File: src/tga_rle_pixel_decoder_macros.svh
// assertion macros for the tga run-length pixel decoder
// no dependencies; included by modules that carry assertions
`ifndef TGA_RLE_PIXEL_DECODER_MACROS_SVH
`define TGA_RLE_PIXEL_DECODER_MACROS_SVH

// condition holds on every clock edge out of reset
`define TRLD_ASSERT_ALWAYS(lbl, clk, rst_n, expr, msg) \
  lbl: assert property (@(posedge clk) disable iff (!rst_n) (expr)) else $error(msg);

// antecedent implies consequent in the same cycle
`define TRLD_ASSERT_IMPLY(lbl, clk, rst_n, ante, cons, msg) \
  lbl: assert property (@(posedge clk) disable iff (!rst_n) (ante) |-> (cons)) \
    else $error(msg);

`endif

File: src/trld_pkg.sv
// shared types and constants of the tga run-length pixel decoder
// no dependencies
`default_nettype none

package trld_pkg;

  localparam int unsigned QDEPTH = 4;
  localparam int unsigned QPTR_W = $clog2(QDEPTH);
  localparam int unsigned QCNT_W = $clog2(QDEPTH + 1);

  localparam logic [1:0] CFG_IMAGE_WIDTH      = 2'd0;
  localparam logic [1:0] CFG_IMAGE_HEIGHT     = 2'd1;
  localparam logic [1:0] CFG_FOUR_BYTE_PIXELS = 2'd2;

  localparam logic [7:0] RUN_FLAG_MIN = 8'd128;
  localparam logic [7:0] RUN_BIAS     = 8'd127;

  // decoded event passed from front to back
  typedef struct packed {
    logic       is_frame;
    logic       is_run;
    logic [7:0] count;
    logic [7:0] red;
    logic [7:0] green;
    logic [7:0] blue;
    logic [7:0] alpha;
  } pixel_t;

  typedef struct packed {
    logic [15:0] image_width;
    logic [15:0] image_height;
    logic        four_byte_pixels;
  } cfg_t;

endpackage

`default_nettype wire

File: src/tga_rle_pixel_decoder.sv
// top level of the tga run-length pixel decoder: config registers, front, queue, back
// depends on trld_pkg, trld_front, trld_fifo and trld_back
//
//   port group  direction  handshake          payload
//   in_*        input      in_valid/in_ready   stream_byte, frame_start
//   out_*       output     out_valid/out_ready start_pixel, colour, run_length, image_done
//   cfg_*       input      cfg_we              cfg_index, cfg_data
//
// one byte accepted per cycle while the four-entry event queue has room
// the byte that ends a pixel pushes its event into the queue, and the back end moves it to the output register
// a stalled output fills the queue, then in_ready drops
// reset is synchronous; no clearing pass, the block is ready in the first cycle after reset
`default_nettype none

module tga_rle_pixel_decoder (
  input  wire logic        clk,
  input  wire logic        rst_n,
  input  wire logic        in_valid,
  output logic             in_ready,
  input  wire logic [7:0]  in_stream_byte,
  input  wire logic        in_frame_start,
  output logic             out_valid,
  input  wire logic        out_ready,
  output logic [31:0]      out_start_pixel,
  output logic [7:0]       out_red,
  output logic [7:0]       out_green,
  output logic [7:0]       out_blue,
  output logic [7:0]       out_alpha,
  output logic [7:0]       out_run_length,
  output logic             out_image_done,
  input  wire logic        cfg_we,
  input  wire logic [1:0]  cfg_index,
  input  wire logic [15:0] cfg_data
);

  trld_pkg::cfg_t   cfg_r, cfg_nxt;
  trld_pkg::pixel_t q_wdata, q_rdata;
  logic             q_push, q_pop, q_empty, q_full;

  always_comb begin
    cfg_nxt = cfg_r;
    if (cfg_we) begin
      unique case (cfg_index)
        trld_pkg::CFG_IMAGE_WIDTH:      cfg_nxt.image_width      = cfg_data;
        trld_pkg::CFG_IMAGE_HEIGHT:     cfg_nxt.image_height     = cfg_data;
        trld_pkg::CFG_FOUR_BYTE_PIXELS: cfg_nxt.four_byte_pixels = cfg_data[0];
        default:                        cfg_nxt                  = cfg_r;
      endcase
    end
  end

  always_ff @(posedge clk) begin
    if (!rst_n) begin
      cfg_r.image_width      <= 16'd1;
      cfg_r.image_height     <= 16'd1;
      cfg_r.four_byte_pixels <= 1'b0;
    end else begin
      cfg_r <= cfg_nxt;
    end
  end

  trld_front u_front (
    .clk              (clk),
    .rst_n            (rst_n),
    .in_valid         (in_valid),
    .in_ready         (in_ready),
    .in_stream_byte   (in_stream_byte),
    .in_frame_start   (in_frame_start),
    .four_byte_pixels (cfg_r.four_byte_pixels),
    .q_full           (q_full),
    .q_push           (q_push),
    .q_wdata          (q_wdata)
  );

  trld_fifo u_fifo (
    .clk   (clk),
    .rst_n (rst_n),
    .push  (q_push),
    .wdata (q_wdata),
    .pop   (q_pop),
    .rdata (q_rdata),
    .empty (q_empty),
    .full  (q_full)
  );

  trld_back u_back (
    .clk             (clk),
    .rst_n           (rst_n),
    .cfg             (cfg_r),
    .q_empty         (q_empty),
    .q_rdata         (q_rdata),
    .q_pop           (q_pop),
    .out_valid       (out_valid),
    .out_ready       (out_ready),
    .out_start_pixel (out_start_pixel),
    .out_red         (out_red),
    .out_green       (out_green),
    .out_blue        (out_blue),
    .out_alpha       (out_alpha),
    .out_run_length  (out_run_length),
    .out_image_done  (out_image_done)
  );

endmodule

`default_nettype wire

File: src/trld_front.sv
// front end: accepts packet bytes, tracks packet headers, assembles pixels
// depends on trld_pkg
`default_nettype none

module trld_front (
  input  wire logic                clk,
  input  wire logic                rst_n,
  input  wire logic                in_valid,
  output logic                     in_ready,
  input  wire logic [7:0]          in_stream_byte,
  input  wire logic                in_frame_start,
  input  wire logic                four_byte_pixels,
  input  wire logic                q_full,
  output logic                     q_push,
  output trld_pkg::pixel_t         q_wdata
);

  logic        in_pixel_r, in_pixel_nxt;
  logic        is_run_r, is_run_nxt;
  logic [7:0]  left_r, left_nxt;
  logic [1:0]  bip_r, bip_nxt;
  logic [23:0] held_r, held_nxt;
  logic        accept;
  logic [1:0]  last_pos;
  logic        hdr_run;
  logic [7:0]  hdr_count;

  assign in_ready  = !q_full;
  assign accept    = in_valid && in_ready;
  assign last_pos  = four_byte_pixels ? 2'd3 : 2'd2;
  assign hdr_run   = (in_stream_byte >= trld_pkg::RUN_FLAG_MIN);
  assign hdr_count = hdr_run ? (in_stream_byte - trld_pkg::RUN_BIAS) : (in_stream_byte + 8'd1);

  always_comb begin
    in_pixel_nxt = in_pixel_r;
    is_run_nxt   = is_run_r;
    left_nxt     = left_r;
    bip_nxt      = bip_r;
    held_nxt     = held_r;
    q_push       = 1'b0;
    q_wdata      = '0;
    if (accept) begin
      if (in_frame_start || !in_pixel_r) begin
        // packet header, new frame clears the packet first
        q_push           = in_frame_start;
        q_wdata.is_frame = 1'b1;
        in_pixel_nxt     = 1'b1;
        is_run_nxt       = hdr_run;
        left_nxt         = hdr_count;
        bip_nxt          = 2'd0;
        if (in_frame_start) begin
          held_nxt = '0;
        end
      end else if (bip_r < last_pos) begin
        unique case (bip_r)
          2'd0:    held_nxt[7:0]   = in_stream_byte;
          2'd1:    held_nxt[15:8]  = in_stream_byte;
          2'd2:    held_nxt[23:16] = in_stream_byte;
          default: held_nxt        = held_r;
        endcase
        bip_nxt = bip_r + 2'd1;
      end else begin
        q_push         = 1'b1;
        q_wdata.is_run = is_run_r;
        q_wdata.count  = left_r;
        q_wdata.blue   = held_r[7:0];
        q_wdata.green  = held_r[15:8];
        q_wdata.red    = four_byte_pixels ? held_r[23:16] : in_stream_byte;
        q_wdata.alpha  = four_byte_pixels ? in_stream_byte : 8'd0;
        bip_nxt        = 2'd0;
        held_nxt       = '0;
        if (is_run_r) begin
          left_nxt     = 8'd0;
          in_pixel_nxt = 1'b0;
        end else begin
          left_nxt = left_r - 8'd1;
          if (left_r == 8'd1) begin
            in_pixel_nxt = 1'b0;
          end
        end
      end
    end
  end

  always_ff @(posedge clk) begin
    if (!rst_n) begin
      in_pixel_r <= 1'b0;
      is_run_r   <= 1'b0;
      left_r     <= 8'd0;
      bip_r      <= 2'd0;
      held_r     <= '0;
    end else begin
      in_pixel_r <= in_pixel_nxt;
      is_run_r   <= is_run_nxt;
      left_r     <= left_nxt;
      bip_r      <= bip_nxt;
      held_r     <= held_nxt;
    end
  end

endmodule

`default_nettype wire

File: src/trld_fifo.sv
// short queue of decoded events between front and back
// depends on trld_pkg and the assertion macro header
`default_nettype none
`include "tga_rle_pixel_decoder_macros.svh"

module trld_fifo (
  input  wire logic             clk,
  input  wire logic             rst_n,
  input  wire logic             push,
  input  wire trld_pkg::pixel_t wdata,
  input  wire logic             pop,
  output trld_pkg::pixel_t      rdata,
  output logic                  empty,
  output logic                  full
);

  trld_pkg::pixel_t                 mem_r [trld_pkg::QDEPTH];
  logic [trld_pkg::QPTR_W-1:0]      wr_ptr_r, wr_ptr_nxt;
  logic [trld_pkg::QPTR_W-1:0]      rd_ptr_r, rd_ptr_nxt;
  logic [trld_pkg::QCNT_W-1:0]      count_r, count_nxt;

  assign empty = (count_r == '0);
  assign full  = (count_r == trld_pkg::QCNT_W'(trld_pkg::QDEPTH));
  assign rdata = mem_r[rd_ptr_r];

  always_comb begin
    wr_ptr_nxt = push ? wr_ptr_r + trld_pkg::QPTR_W'(1) : wr_ptr_r;
    rd_ptr_nxt = pop ? rd_ptr_r + trld_pkg::QPTR_W'(1) : rd_ptr_r;
    count_nxt  = count_r;
    if (push && !pop) begin
      count_nxt = count_r + trld_pkg::QCNT_W'(1);
    end else if (pop && !push) begin
      count_nxt = count_r - trld_pkg::QCNT_W'(1);
    end
  end

  always_ff @(posedge clk) begin
    if (push) begin
      mem_r[wr_ptr_r] <= wdata;
    end
  end

  always_ff @(posedge clk) begin
    if (!rst_n) begin
      wr_ptr_r <= '0;
      rd_ptr_r <= '0;
      count_r  <= '0;
    end else begin
      wr_ptr_r <= wr_ptr_nxt;
      rd_ptr_r <= rd_ptr_nxt;
      count_r  <= count_nxt;
    end
  end

  `TRLD_ASSERT_IMPLY(a_no_push_full, clk, rst_n, push, !full, "push into full queue")
  `TRLD_ASSERT_IMPLY(a_no_pop_empty, clk, rst_n, pop, !empty, "pop from empty queue")

endmodule

`default_nettype wire

File: src/trld_back.sv
// back end: pixel cursor, run clipping, frame completion and output register
// depends on trld_pkg and the assertion macro header
`default_nettype none
`include "tga_rle_pixel_decoder_macros.svh"

module trld_back (
  input  wire logic             clk,
  input  wire logic             rst_n,
  input  wire trld_pkg::cfg_t   cfg,
  input  wire logic             q_empty,
  input  wire trld_pkg::pixel_t q_rdata,
  output logic                  q_pop,
  output logic                  out_valid,
  input  wire logic             out_ready,
  output logic [31:0]           out_start_pixel,
  output logic [7:0]            out_red,
  output logic [7:0]            out_green,
  output logic [7:0]            out_blue,
  output logic [7:0]            out_alpha,
  output logic [7:0]            out_run_length,
  output logic                  out_image_done
);

  logic        complete_r, complete_nxt;
  logic [31:0] cursor_r, cursor_nxt;
  logic [31:0] total_r, total_nxt;
  logic        out_valid_r, out_valid_nxt;
  logic [31:0] start_r;
  logic [7:0]  red_r, green_r, blue_r, alpha_r, len_r;
  logic        done_r;
  logic [31:0] remaining;
  logic [7:0]  req_len;
  logic [7:0]  len;
  logic [31:0] cursor_add;
  logic        emit;

  assign q_pop      = !q_empty && (!out_valid_r || out_ready);
  assign remaining  = total_r - cursor_r;
  assign req_len    = q_rdata.is_run ? q_rdata.count : 8'd1;
  assign len        = ({24'd0, req_len} > remaining) ? remaining[7:0] : req_len;
  assign cursor_add = cursor_r + {24'd0, len};
  assign emit       = q_pop && !q_rdata.is_frame && !complete_r;

  always_comb begin
    complete_nxt  = complete_r;
    cursor_nxt    = cursor_r;
    total_nxt     = total_r;
    out_valid_nxt = out_valid_r && !out_ready;
    if (q_pop) begin
      if (q_rdata.is_frame) begin
        cursor_nxt   = 32'd0;
        total_nxt    = {16'd0, cfg.image_width} * {16'd0, cfg.image_height};
        complete_nxt = (cfg.image_width == 16'd0) || (cfg.image_height == 16'd0);
      end else if (!complete_r) begin
        out_valid_nxt = 1'b1;
        cursor_nxt    = cursor_add;
        complete_nxt  = (cursor_add >= total_r);
      end
    end
  end

  always_ff @(posedge clk) begin
    if (!rst_n) begin
      complete_r  <= 1'b1;
      cursor_r    <= 32'd0;
      total_r     <= 32'd0;
      out_valid_r <= 1'b0;
    end else begin
      complete_r  <= complete_nxt;
      cursor_r    <= cursor_nxt;
      total_r     <= total_nxt;
      out_valid_r <= out_valid_nxt;
    end
  end

  always_ff @(posedge clk) begin
    if (emit) begin
      start_r <= cursor_r;
      red_r   <= q_rdata.red;
      green_r <= q_rdata.green;
      blue_r  <= q_rdata.blue;
      alpha_r <= q_rdata.alpha;
      len_r   <= len;
      done_r  <= (cursor_add >= total_r);
    end
  end

  assign out_valid       = out_valid_r;
  assign out_start_pixel = start_r;
  assign out_red         = red_r;
  assign out_green       = green_r;
  assign out_blue        = blue_r;
  assign out_alpha       = alpha_r;
  assign out_run_length  = len_r;
  assign out_image_done  = done_r;

  `TRLD_ASSERT_ALWAYS(a_cursor_in_frame, clk, rst_n, complete_r || (cursor_r < total_r), "cursor past pixel total in open frame")
  `TRLD_ASSERT_IMPLY(a_len_nonzero, clk, rst_n, out_valid_r, len_r != 8'd0, "zero run length presented")

endmodule

`default_nettype wire

File: config.mk
export PLATFORM = sky130hd
export DESIGN_NAME = tga_rle_pixel_decoder
export DESIGN_NICKNAME = d
export VERILOG_FILES = /design/src/trld_pkg.sv /design/src/tga_rle_pixel_decoder.sv /design/src/trld_front.sv /design/src/trld_fifo.sv /design/src/trld_back.sv
export VERILOG_INCLUDE_DIRS = /design/src /design/src/src
export SDC_FILE = /design/constraint.sdc
export NUM_CORES = 1
export LEC_CHECK = 0
export BUFFER_PORTS_ARGS = -buffer_cell sky130_fd_sc_hd__buf_2
export CAP_MARGIN = 20
export CORE_UTILIZATION = 30
export CTS_BUF_LIST = sky130_fd_sc_hd__clkbuf_4 sky130_fd_sc_hd__clkbuf_8
export DETAILED_ROUTE_END_ITERATION = 8
export GPL_TIMING_DRIVEN = 0
export REMOVE_ABC_BUFFERS = 1
export SLEW_MARGIN = 20
export SYNTH_ARGS = -nofsm -noshare
export SYNTH_HDL_FRONTEND = slang
export SYNTH_HIERARCHICAL = 1
export SYNTH_SLANG_ARGS = --single-unit
File: constraint.sdc
create_clock -name clk -period 9.73 [get_ports clk]
set_input_delay 0.973 -clock clk [delete_from_list [all_inputs] [get_ports clk]]
set_output_delay 0.973 -clock clk [all_outputs]
set_load 0.1 [all_outputs]
* Yosys cells after proc, flatten, opt, wreduce, memory -nomap -nowiden
Memories as Yosys holds them, arrays and structs flattened. A register that Yosys moved wholly into a read port is not among the register bits. Cells that the tools add are included.
Word-level totals: register bits after elaboration 215, bits in latches 0, bits in writable memories 168, memory bits (read-only) 0, bits of input ports 32, output and inout port bits 75, logic and storage cells 130, memories 1
Operators by class: add/sub/neg operators 10, multiply operators 1, div/mod/pow operators 0, order comparisons 4, equality and inequality tests 12, shifts and indexed selects 0, multiplexer cells 41, bitwise gates (word level) 0, reduce and logical (&&, ||, !) cells 37
Memories:
- u_fifo.mem_r | depth 4, width 42, rd ports 1, clocked after Yosys merged registers in 1, write ports 1, line trld_fifo.sv:17 | trld_pkg::pixel_t mem_r [trld_pkg::QDEPTH];
Operator list (number):
- 8-bit 2-to-1 mux | 11
- 41-bit 2-to-1 mux | 2
- 24-bit 2-to-1 mux | 3
- 32-bit 2-to-1 mux | 2
- 42-bit 2-to-1 mux | 1
- 32-bit by 8-bit adder with 32-bit output | 1
- 32-bit greater-or-equal comparator | 1
- 8-bit by 32-bit > comparator with 1-bit output | 1
- 16-bit logical NOT | 2
- 16-bit by 16-bit multiplier with 32-bit output | 1
- 32-bit subtractor | 1
- 1-bit 2-to-1 mux | 16
- 2-bit AND reduction | 7
- 3-bit AND reduction | 4
- 1-bit logical NOT | 9
- 3-bit by 2-bit inequality test with 1-bit output (second input constant) | 3
- 8-bit by 1-bit adder with 8-bit output (second input constant) | 1
- 8-bit by 1-bit equality test with 1-bit output (second input constant) | 1
- 8-bit greater-or-equal comparator (second input constant) | 1
- 2-bit 2-to-1 mux | 4
- 8-bit by 1-bit subtractor with 8-bit output (second input constant) | 1
- 8-bit by 7-bit subtractor with 8-bit output (second input constant) | 1
- 1-bit logical AND | 7
- 2-bit by 1-bit adder with 2-bit output (second input constant) | 3
- 14 further kinds | 21

* Logic depth before layout (Yosys ltp)
Gate-level depths: netlist of the first run.
depth in word-level cells 9, gate-level depth with buffers 40, gate-level depth less buffers 39

* Cells and area by module
The synthesis of the first run kept the hierarchy.
By module, submodules not included:
- trld_back | times used 1, cells each 1917, area an instance 17061.4 sq um
- trld_fifo | times used 1, cells each 263, area an instance 6558.8 sq um
- trld_front | times used 1, cells each 268, area an instance 2104.5 sq um
- tga_rle_pixel_decoder | times used 1, cells each 129, area an instance 1300.0 sq um

* Worst setup path before layout of the first run
No wires, ideal clock.
path kind reg-to-reg, start register u_back.cursor_r[0], end register u_back.complete_r, library setup time 0.115 ns, arrival 7.747 ns, required time 9.615 ns, setup slack 1.868 ns, stages on the path, launching flop included 39, path buffers 1, clock period less this slack 7.862 ns, cells stage by stage dfxtp_1 ha_1 inv_1 fa_1 a211oi_1 o21bai_1 a21oi_1 xor2_1 ha_1 nand3_2 nor3_1 a311o_1 a2111oi_2 nand4_1 or4_1 nor4_2 nand4_1 buf_6 (+3 left out) fa_1 nand3b_1 a21boi_0 o21ai_1 a21boi_0 o21ai_1 a211oi_2 nand4_1 xnor2_1 ha_1 a21o_1 a21o_1 a21o_1 a21oi_1 nor2_1 o31ai_1 o211ai_1 o21ba_2
On the way: longest elaborated chain between the ends 7
Ends and longest elaborated chain:
- from (decl) | line trld_back.sv:25 | logic [31:0] cursor_r, cursor_nxt;
- from (signal assigned) | line trld_back.sv:70 | cursor_r <= cursor_nxt;
- 32-bit subtractor (*) | line trld_back.sv:38 | assign remaining = total_r - cursor_r;
- 8-bit by 32-bit > comparator with 1-bit output | line trld_back.sv:40 | assign len = ({24'd0, req_len} > remaining) ? remaining[7:0] : req_len;
- 8-bit 2-to-1 mux (*) | line trld_back.sv:40
- named net u_back.len[0] | line trld_back.sv:33 | logic [7:0] len;
- 32-bit by 8-bit adder with 32-bit output (*) | line trld_back.sv:41 | assign cursor_add = cursor_r + {24'd0, len};
- 32-bit greater-or-equal comparator (*) | line trld_back.sv:57 | complete_nxt = (cursor_add >= total_r);
- 1-bit 2-to-1 mux (*) | line trld_back.sv:54 | end else if (!complete_r) begin
- 1-bit 2-to-1 mux (*) | line trld_back.sv:50 | if (q_rdata.is_frame) begin
- to (signal assigned) | line trld_back.sv:69 | complete_r <= complete_nxt;
- to (decl) | line trld_back.sv:24 | logic complete_r, complete_nxt;
The timed path passes the listed nets; every way through them passes the cells marked *. A chain may end at the register's enable or synchronous reset.

* Worst setup path after layout of the first run
Same ends and word-level chain as after synthesis.

==> metrics.yaml, run 1 <==
drtPass1Iterations: 6
drt-total-wl_um: 68400
place.port_buffers: 106
worstHoldPathType: "flop to flop"
synth_edf_count: 241
final-max-slew-violation-count: 0
synth_cell_types: 91
vdd_drop_max_mv: 0.144
dieArea_mm2: 0.0913
postCtsHoldBufs: 0
antenna_found_initial: 3
power.static_leakage_nw: 12.7
width_of_the_die_um: 302
cts_max_level: 3
timing.critical_path.buf_inv: 2
fmax_ghz: 0.109
worstMarginPinSlew_ns: 1.11
cts-root-buf: "clkbuf_8"
synth_area_per_cell_um2: 10.5
cts.path.max_buffers: 3
die_height_um: 302
asyncSetResetFlopFracSynth_pct: 0
synthesis.yosys.warnings: 6
hold_viol_final: 0
most_used_cell_along_the_critical_path: "a21o_1"
max_cap_violations: 0
vias: 19069
grt_first_pass_wirelength_um: 109000
family_with_the_most_delay_on_the_worst_path: "compound AO/OA/AOI/OAI gates"
clkTransAtPathRegs_ns: 0.06
mappedNetlistArea_mm2: 0.0270
first_global_vias: 19521
critPathArrivalTime_ns: 9.73
cp-start-kind: "flop"
post-route-drc-count: 0
crit_fanout: 11
cts_inserted_buffers: 70
timing.slew.headroom_pct: 25.6
clock-sinks: 385
routedWlPerCell_um: 17.6
run_status: "finished, final reports clean"
timing.final.crit_share_pct: 94.5
areaGrowthSynthToFinish_pct: 12.0
timing.critical_path.slowest_stage_cell: "or4_1"
finalWorstSetupSlack_ns: 0.537
postSynthCellCount: 2577
synth_seq_area_share_pct: 37.4
clock_latency_ns: 0.67
post_route_cells_drive_above_1_share_pct: 11.9
slowest_delay_ns: 0.52
placement.setup.worst_slack_ns: -0.246
critical_path_required_ns: 10.27
worst_setup_path_end_kind: "flop"
finalWeightedCongestion: 0.895
power.density_cell_area_mw_per_mm2: 183
antenna_violating_nets_post_route: 0
cts_tree: "built"
grt_start_max_net_pins: 78
critPathKind: "flop to flop"
layout.nets: 3088
synth-main-ff-cell: "edfxtp_1"
synth.ff_latch_count: 385
core.rowCount: 109
dp_hpwl_um: 48100
final-setup-viol-count: 0
io_pins: 107
groute.usage.overall_pct: 15.2
coreArea_mm2: 0.0888
fin_setup_tns_ns: 0
initial_core_utilization_pct: 30.4
worst_clock_skew_ns: 0.0373
detail_route.vias_per_cell: 4.91
detail_route.iter0.violations: 1221
rsz0062_at_grt: "false"
timing.final.crit_period_ns: 9.19
grt_remaining_overflow: 0
state kept, by name (all words and copies together), names as in the netlist, 2 cells and up, named ones only:
name,count
u_front/left_r,8
u_front/held_r,24
u_back/cursor_r,32
u_front/bip_r,2
u_back/out_alpha,8
u_fifo/count_r,3
u_back/out_green,8
u_fifo/rd_ptr_r,2
u_back/out_red,8
cfg_r,33
u_back/out_run_length,8
u_fifo/wr_ptr_r,2
u_back/out_blue,8
u_back/out_start_pixel,32
u_back/total_r,32
u_fifo/mem_r,168
worst reg2reg max path: cells and delay by family (launching register included):
| kind | cells | cell delay, ns |
|---|---|---|
| buffers and inverters | 2 | 0.31 |
| AOI/OAI and AO/OA | 19 | 4.36 |
| muxes | 1 | 0.32 |
| adders and majority gates | 5 | 1.50 |
| xor gates and xnor gates | 2 | 0.55 |
| and+or+nand+nor | 8 | 1.65 |
| DFF | 1 | 0.38 |
cell usage in the layout (no fill, tap or decap), types with 53 or more instances in the layout:
| cell type | instances |
|---|---|
| nand2_1 | 330 |
| clkbuf_8 | 81 |
| buf_2 | 105 |
| and2_1 | 150 |
| inv_1 | 323 |
| nor2_1 | 86 |
| xnor2_1 | 53 |
| mux2i_1 | 59 |
| edfxtp_1 | 241 |
| o21ai_0 | 70 |
| dfxtp_1 | 142 |
| ha_1 | 196 |
| fa_1 | 197 |
| a21oi_1 | 106 |
area by class of cell:
class	instances	area, um2
multi-input cells	1762	15200
clock inverters	25	260
flip-flops and latches	385	10100
fillers	8924	58500
well taps	1165	1460
diodes	2	5.00
repair buffers	119	737
inverters	325	1220
clock buffers	102	1270
per-layer routing:
| layer | global-route usage, % | vias up | part of all wire (%) |
|---|---|---|---|
| li1 | - | 9039 | - |
| met1 | 20.5 | 9463 | 45 |
| met2 | 24.8 | 474 | 47 |
| met3 | 2.37 | 93 | 5.5 |
| met4 | 5.33 | 0 | 2.5 |
| met5 | 0 | - | 0 |
path summary, 6_finish.rpt:
path                      startpoint                 end  slack (ns)  depth (start not counted)
hold / removal    u_front/held_r[15]  u_front/held_r[15]        0.47                          2
setup / recovery  u_back/cursor_r[0]   u_back/complete_r        0.54                         37
setup reg to reg  u_back/cursor_r[0]   u_back/complete_r        0.54                         37
hold reg to reg   u_front/held_r[15]  u_front/held_r[15]        0.47                          2
cells in the mapped netlist, types with 5 or more instances:
master | n | area share [%]
nand2_1 | 331 | 4.6
inv_1 | 325 | 4.5
edfxtp_1 | 241 | 27
fa_1 | 197 | 15
ha_1 | 196 | 9.1
and2_1 | 155 | 3.6
dfxtp_1 | 144 | 11
a21oi_1 | 106 | 2.0
nor2_1 | 87 | 1.2
clkbuf_1 | 72 | 1.0
o21ai_0 | 71 | 1.3
mux2i_1 | 59 | 2.2
xnor2_1 | 54 | 1.8
mux4_2 | 40 | 3.3
a21o_1 | 37 | 1.0
nand3_1 | 37 | 0.69
nand4_1 | 33 | 0.76
nor3_1 | 28 | 0.52
o22ai_1 | 25 | 0.58
o21a_1 | 20 | 0.56
or3_1 | 20 | 0.46
nor4_1 | 18 | 0.42
xor2_1 | 18 | 0.58
o211ai_1 | 17 | 0.47
a31oi_1 | 16 | 0.37
nor2b_1 | 16 | 0.37
buf_2 | 15 | 0.28
and3_1 | 13 | 0.30
o21bai_1 | 11 | 0.31
o21ai_1 | 10 | 0.19
a211oi_1 | 9 | 0.25
a22oi_1 | 9 | 0.25
nand2b_1 | 9 | 0.21
a21boi_0 | 8 | 0.22
o311ai_0 | 8 | 0.26
o31ai_1 | 8 | 0.22
buf_12 | 5 | 0.37
buf_4 | 5 | 0.14
o221ai_1 | 5 | 0.16
metrics by stage:
stage | total power, mW | instances | utilization (%) | cell area (um2) | hold slack, ns
final | 5.52 | 3885 | 34.1 | 30300 | 0.466
after global routing | 5.86 | 3885 | 34.1 | 30300 | 0.483
after CTS | 5.59 | 3880 | 34.0 | 30200 | 0.469
after detailed placement | 3.89 | 3752 | 32.3 | 28700 | 0.458
after global placement | 3.88 | 3743 | 32.1 | 28500 | 0.457
after floorplan | 3.40 | 2472 | - | 26500 | 0.443
where the power goes:
part | switching, mW | total (mW) | internal (mW)
Combinational | 1.15 | 1.84 | 0.686
Clock | 0.739 | 1.66 | 0.920
Sequential | 0.136 | 2.03 | 1.89
cell families after synthesis:
logic type	after synthesis	synth area share, %
AO/OA/AOI/OAI	412	9.95
XOR/XNOR	73	2.39
adder cells (fa/ha/maj)	393	23.7
buffers and inverters	430	6.57
flip-flops	385	37.4
multiplexers	102	5.77
AND/OR/NAND/NOR	782	14.2
repair_timing:
| action | 4_1_cts | 5_1_grt |
|---|---|---|
| pin swaps | 1 | 1 |
| resized for setup | 0 | 4 |
| buffers inserted | 1 | 2 |
| setup endpoints to repair | 2 | 2 |
Note: power is estimated with default switching activity, not from simulation.
==> run 2: changes to the inputs <==
--- a/config.mk
+++ b/config.mk
@@ -6,6 +6,7 @@
 export SDC_FILE = /design/constraint.sdc
 export NUM_CORES = 1
 export LEC_CHECK = 0
+export ABC_AREA = 1
 export BUFFER_PORTS_ARGS = -buffer_cell sky130_fd_sc_hd__buf_2
 export CAP_MARGIN = 20
 export CORE_UTILIZATION = 30
@@ -13,6 +14,7 @@
 export DETAILED_ROUTE_END_ITERATION = 8
 export GPL_TIMING_DRIVEN = 0
 export REMOVE_ABC_BUFFERS = 1
+export SKIP_LAST_GASP = 1
 export SLEW_MARGIN = 20
 export SYNTH_ARGS = -nofsm -noshare
 export SYNTH_HDL_FRONTEND = slang
==> run 2 against run 1 <==
Combinational power up 150%. Hold slack worse by 0.027 ns. Critical path depth up 6.
==> metrics.yaml, run 2 <==
finalWorstSetupSlack_ns: 1.65  # +1.11 ns
antenna_violating_nets_post_route: 0  # unchanged
power.density_cell_area_mw_per_mm2: 261  # +43%
cts_tree: "built"
cts-root-buf: "clkbuf_8"
register_area_mm2: 0.0101  # about the same
synth_area_per_cell_um2: 8.09  # -23%
yosys-top-cells-count: "855 x nand2_1, 719 x inv_1, 318 x nor2_1, 241 x edfxtp_1, 197 x fa_1"
crit_fanout: 58  # +47
cts_inserted_buffers: 70  # unchanged
coreArea_mm2: 0.0966  # +8.8%
timing.final.crit_share_pct: 83.0  # -11 points
post_route_cells_drive_above_1_share_pct: 9.93  # -2.0 points
drt-total-wl_um: 77600  # +13%
postSynthCellCount: 3605  # +40%
grt_start_max_net_pins: 63  # -19%
power.internal_mw: 4.29  # +23%
fmax_ghz: 0.124  # +14%
power_frac_clock_pct: 20.0  # -10 points
max_cap_violations: 0  # unchanged
ys_top_cells_by_area: "edfxtp_1 25%, fa_1 14%, nand2_1 11%"
vias: 23196  # +22%
synth.area.mux_share_pct: 0  # -5.8 points
cts_resized: 0  # unchanged
worstMarginPinSlew_ns: 1.03  # -0.0794 ns
cts_max_level: 3  # unchanged
synthSimpleGateAreaFrac_pct: 21.5  # +7.2 points
power.switching_fraction_pct: 49.3  # +13 points
placement.setup.worst_slack_ns: 1.70  # +1.95 ns
final-max-slew-violation-count: 0  # unchanged
worstHoldPathType: "flop to flop"
synth.top_cell.area_share_pct: 24.8  # -2.0 points
synth_largest_area_cell: "edfxtp_1"
cts.path.max_buffers: 3  # unchanged
power_switching_mw: 4.18  # +110%
first_global_vias: 22507  # +15%
critical_path_required_ns: 10.34  # +0.07 ns
timing.slew.headroom_pct: 31.4  # +5.8 points
routedWlPerCell_um: 15.5  # -12%
power.share.combinational_pct: 53.9  # +21 points
layout.nets: 4096  # +33%
cts_post_setup_buffers_inserted: 0  # -1
critPathArrivalTime_ns: 8.69  # -1.04 ns
io_pins: 107  # unchanged
vdd_drop_max_mv: 0.164  # +13%
combinational_family_with_the_most_area_after_synthesis: "adder cells"
synth-xor-area-share_pct: 1.59  # -0.80 points
synthesis.yosys.warnings: 6  # unchanged
hold_viol_final: 0  # unchanged
flip_flop_count_of_the_largest_register_after_layout: 168  # unchanged
post-route-drc-count: 0  # unchanged
place.port_buffers: 106  # unchanged
cp-start-kind: "flop"
postCtsHoldBufs: 0  # unchanged
cell_area_reported_after_detailed_placement_mm2: 0.0309  # +7.9%
synth_cell_types: 56  # -38%
layout.cells.most_common_list: "854 x nand2_1, 711 x inv_1, 318 x nor2_1, 241 x edfxtp_1, 197 x fa_1"
areaGrowthSynthToFinish_pct: 11.3
detail_route.vias_per_cell: 4.63  # -5.6%
synth_seq_area_share_pct: 34.7  # -2.8 points
clock-sinks: 385  # unchanged
timing.final.crit_period_ns: 8.08  # -1.11 ns
clock_latency_ns: 0.70  # +0.03 ns
layout.core_utilization_pct: 33.6  # -0.47 points
synth_most_common_cell: "nand2_1"
die_height_um: 314  # +3.9%
fin_setup_tns_ns: 0  # unchanged
synth_fa_ha_area_share_pct: 21.9  # -1.7 points
final_cell_area_mm2: 0.0325  # +7.3%
most_used_cell_along_the_critical_path: "nand2_1"
worst_clock_skew_ns: 0.0555  # +0.0182 ns
multi_input_comb_area_mm2: 0.0156  # +2.4%
power.static_leakage_nw: 15.5  # +22%
biggestRegsByFlops: "u_fifo/mem_r x168, cfg_r x33"
groute.usage.overall_pct: 15.8  # +0.54 points
dp_hpwl_um: 57300  # +19%
detail_route.iter0.violations: 1744  # +43%
worst_setup_path_end_kind: "flop"
initial_core_utilization_pct: 30.2  # -0.23 points
core.rowCount: 114  # +4.6%
synth_compound_area_share_pct: 8.32  # -1.6 points
timing.critical_path.slowest_stage_cell: "nor4_1"
critPathKind: "flop to flop"
mappedNetlistArea_mm2: 0.0292  # +7.9%
grt_remaining_overflow: 0  # unchanged
largest_register: "u_fifo/mem_r"
antenna_found_initial: 11  # +8
final-setup-viol-count: 0  # unchanged
grt_first_pass_wirelength_um: 123000  # +13%
dieArea_mm2: 0.0985  # +7.9%
synth-main-ff-cell: "edfxtp_1"
finalWeightedCongestion: 0.946  # +5.7%
filler_cell_count: 10112  # +13%
rsz0062_at_grt: "false"
synth.ff_latch_count: 385  # unchanged
synth_edf_count: 241  # unchanged
asyncSetResetFlopFracSynth_pct: 0  # unchanged
run_status: "finished, final reports clean"
power_frac_seq_pct: 26.1  # -11 points
drtPass1Iterations: 7  # +1
width_of_the_die_um: 314  # +3.9%
clkTransAtPathRegs_ns: 0.06  # about the same
slowest_delay_ns: 0.59  # +0.07 ns
layout.cells.most_common: "nand2_1"
[run 2: cell count changes in the layout (fill, tap and decap cells not counted), sizes merged, moves of 20 or more]
cell | previous run | this run
nand3 | 41 | 134
and2 | 156 | 7
mux4 | 42 | 0
nand2 | 331 | 881
nor2 | 87 | 334
a21oi | 108 | 200
a21o | 37 | 4
or3 | 20 | 0
mux2i | 59 | 0
inv | 331 | 739
o21ai | 81 | 170
xnor2 | 54 | 15
[run 2: power by group through the flow]
stage                     combinational (mW)  clock [mW]  sequential, mW
after global placement                  4.39           0            2.32
final                                   4.57        1.70            2.21
after CTS                               4.55        1.75            2.21
after detailed placement                4.53           0            2.24
after global routing                    5.13        1.82            2.24
after floorplan                         2.94           0            2.61
[run 2: area by class of cell]
type / count / area share (%)
antenna: 3 / 0.0231
clock buffer: 93 / 3.52
clock inverter: 34 / 1.20
inverter: 738 / 8.60
multi-input combinational: 2347 / 47.9
sequential: 385 / 31.2
tap: 1276 / 4.92
timing repair buffer: 129 / 2.65
[run 2: critical path, delay by kind of cell (launching register included)]
kind / cells / cell delay (ns)
DFF: 1 / 0.45
and+or+nand+nor: 28 / 4.03
buffers and inverters: 6 / 1.08
AOI/OAI and AO/OA: 5 / 1.34
adders and majority gates: 4 / 1.08
[run 2: cells by family (layout without fill, tap and decap cells)]
logic type	after synthesis	after routing
adder cells (fa/ha/maj)	393	393
buffers and inverters	873	994
AND/OR/NAND/NOR	1461	1461
flip-flops	385	385
AO/OA/AOI/OAI	440	440
other	0	3
XOR/XNOR	53	53
[run 2: per-layer routing]
| metal | global-route usage, % | vias up | share of wire (%) |
|---|---|---|---|
| met2 | 25.7 | 613 | 46 |
| li1 | - | 11440 | - |
| met5 | 0 | - | 0.11 |
| met4 | 4.87 | 16 | 2.3 |
| met1 | 21.2 | 10990 | 45 |
| met3 | 2.78 | 137 | 6.3 |
[run 2: metrics by stage]
stage / instances / hold slack, ns / power [mW]
finish: 5005 / 0.440 / 8.48
global route: 5004 / 0.492 / 9.18
CTS: 5002 / 0.440 / 8.51
detailed placement: 4875 / 0.430 / 6.77
global placement: 4852 / 0.428 / 6.70
floorplan: 3470 / 0.418 / 5.55
[run 2: worst paths after layout]
check	start	end	slack, ns	depth (start not counted)
worst max-delay path	flop	u_back/complete_r	1.65	43
worst max register to register	flop	u_back/complete_r	1.65	43
worst min register to register	u_fifo/rd_ptr_r[1]	flop	0.44	1
worst min-delay path	u_fifo/rd_ptr_r[1]	flop	0.44	1
==> run 3: changes to the inputs <==
==> constraint.sdc (replaced) <==
create_clock -name clk -period 7.4 [get_ports clk]
set_input_delay 0.74 -clock clk [delete_from_list [all_inputs] [get_ports clk]]
set_output_delay 0.74 -clock clk [all_outputs]
set_load 0.1 [all_outputs]
==> run 3 against run 2 <==
Fmax grew 17%. Core utilization rose by 0.22 points. Flip-flop and latch count did not move. Global-route usage increased by 0.064 points. Design area is 0.66% higher. Setup slack worse by 1.2 ns. Via count is 0.50% higher. Hold slack got worse by 0.16 ns. Wire length rose by 0.90%. Critical path type unchanged. Largest cell class unchanged.
==> metrics.yaml, run 3 (synthesized netlist as in run 2, its figures left out) <==
finalWorstSetupSlack_ns: 0.474  # -1.18 ns
cts_tree: "built"
whs_ns: 0.284  # -0.155 ns
grt_remaining_overflow: 0  # unchanged
dp_hpwl_um: 57300  # unchanged
clock_latency_ns: 0.70  # about the same
cts.path.max_buffers: 3  # unchanged
cp-start-kind: "flop"
power.static_leakage_nw: 15.6  # +0.67%
detail_route.iter0.violations: 1669  # -4.3%
timing.final.crit_period_ns: 6.93  # -1.15 ns
detail_route.vias_per_cell: 4.65  # +0.24%
grt_first_pass_wirelength_um: 124000  # +0.36%
cts_max_level: 3  # unchanged
clkTransAtPathRegs_ns: 0.06  # about the same
biggestRegsByFlops: "u_fifo/mem_r x168, cfg_r x33"
antenna_found_initial: 11  # unchanged
clock-sinks: 385  # unchanged
io_pins: 107  # unchanged
coreArea_mm2: 0.0966  # unchanged
routedWlPerCell_um: 15.6  # +0.64%
flip_flop_count_of_the_largest_register_after_layout: 168  # unchanged
worstHoldPathType: "input pin to flop"
postCtsHoldBufs: 0  # unchanged
final-max-slew-violation-count: 0  # unchanged
vdd_drop_max_mv: 0.213  # +30%
max_cap_violations: 0  # unchanged
power.density_cell_area_mw_per_mm2: 346  # +32%
dieArea_mm2: 0.0985  # unchanged
width_of_the_die_um: 314  # unchanged
drtPass1Iterations: 7  # unchanged
post-route-drc-count: 0  # unchanged
finalWeightedCongestion: 0.946  # unchanged
critPathArrivalTime_ns: 7.48  # -1.21 ns
placement.setup.worst_slack_ns: -0.629  # -2.33 ns
layout.cells.most_common_list: "852 x nand2_1, 711 x inv_1, 316 x nor2_1, 241 x edfxtp_1, 197 x fa_1"
layout.cells.most_common: "nand2_1"
place.port_buffers: 106  # unchanged
cts_inserted_buffers: 70  # unchanged
hold_path_depth: 3  # +2
worstRegToRegCells: 43  # unchanged
post_route_cells_drive_above_1_share_pct: 10.6  # +0.71 points
filler_cell_count: 10093  # -0.19%
hold_viol_final: 0  # unchanged
critical_path_required_ns: 7.95  # -2.39 ns
final-setup-viol-count: 0  # unchanged
areaGrowthSynthToFinish_pct: 12.0
worst_setup_path_end_kind: "flop"
grt_start_max_net_pins: 63  # unchanged
largest_register: "u_fifo/mem_r"
vias: 23311  # +0.50%
timing.slew.headroom_pct: 32.0  # +0.62 points
first_global_vias: 22573  # +0.29%
cts-root-buf: "clkbuf_8"
crit_fanout: 8  # -86%
fmax_ghz: 0.144  # +17%
layout.nets: 4110  # +0.34%
die_height_um: 314  # unchanged
timing.final.crit_share_pct: 93.6  # +11 points
layout.core_utilization_pct: 33.8  # +0.22 points
worstMarginPinSlew_ns: 1.02  # -0.00931 ns
initial_core_utilization_pct: 30.2  # unchanged
worst_clock_skew_ns: 0.0557  # +0.000165 ns
timing.critical_path.slowest_stage_cell: "dfxtp_1"
core.rowCount: 114  # unchanged
antenna_violating_nets_post_route: 0  # unchanged
slowest_delay_ns: 0.40  # -0.19 ns
groute.usage.overall_pct: 15.8  # +0.064 points
drt-total-wl_um: 78300  # +0.90%
most_used_cell_along_the_critical_path: "nand2_1"
critPathKind: "flop to flop"
run_status: "finished, final reports clean"
[run 3: changes by cell type in the layout (fill, tap and decap cells not counted), sizes merged]
cell / previous run / this run
buf: 129 / 142
diode: 3 / 2
clkbuf: 93 / 94
[run 3: worst paths after layout]
kind | start | to | slack (ns)
worst max register to register | u_back/cursor_r[2] | u_back/complete_r | 0.47
worst min-delay path | cfg_data[10] | cfg_r[11] | 0.28
worst max-delay path | u_back/cursor_r[2] | u_back/complete_r | 0.47
worst min register to register | u_fifo/rd_ptr_r[1] | flop | 0.44
[run 3: per-layer routing]
layer	global-route usage [%]	vias up	part of all wire, %	wire (um)
li1	-	11461	-	-
met1	21.3	11064	45	35500
met2	25.8	637	46	36200
met3	2.81	133	6.2	4850
met4	4.97	16	2.2	1740
met5	0	-	0.11	87
[run 3: through the flow]
stage               cell area [um2]  setup TNS [ns]  power (mW)  instances
detailed placement            30900           -1.20        8.90       4875
CTS                           32500               0        11.2       5004
global route                  32700         -0.0267        12.2       5018
floorplan                     28500         -275.26        7.30       3470
finish                        32700               0        11.3       5018
global placement              30600        -1030.74        8.81       4852
[run 3: critical path: cells and delay by family (launching register included)]
family                     cells  cell delay, ns
adders and majority gates      4            1.40
buffers and inverters          4            0.36
xor gates and xnor gates       1            0.22
DFF                            1            0.40
AOI/OAI and AO/OA              8            1.60
and+or+nand+nor               26            2.81
[run 3: final cells by class]
class / count / area (um2) / area share, %
Tap cell: 1276 / 1600 / 4.89
Antenna cell: 2 / 5.00 / 0.0153
Sequential cell: 385 / 10100 / 31.0
Timing Repair Buffer: 143 / 993 / 3.04
Clock buffer: 93 / 1140 / 3.50
Multi-Input combinational cell: 2347 / 15600 / 47.8
Inverter: 738 / 2800 / 8.55
Clock inverter: 34 / 389 / 1.19
[run 3: timing repair]
| action | 4_1_cts | 5_1_grt |
|---|---|---|
| endpoints found under the setup margin | 2 | 2 |
| resized for setup | 4 | 20 |
| buffers inserted | 2 | 11 |
| gates cloned | 0 | 1 |
| pin swaps | 1 | 6 |
| endpoints found under the hold margin | 0 | 0 |
[run 3: power by group]
part	switching [mW]	internal [mW]	total (mW)	leakage, nW
sequential	0.261	2.63	2.89	3.29
combinational	4.32	1.85	6.17	11.5
clock	0.981	1.25	2.23	0.799
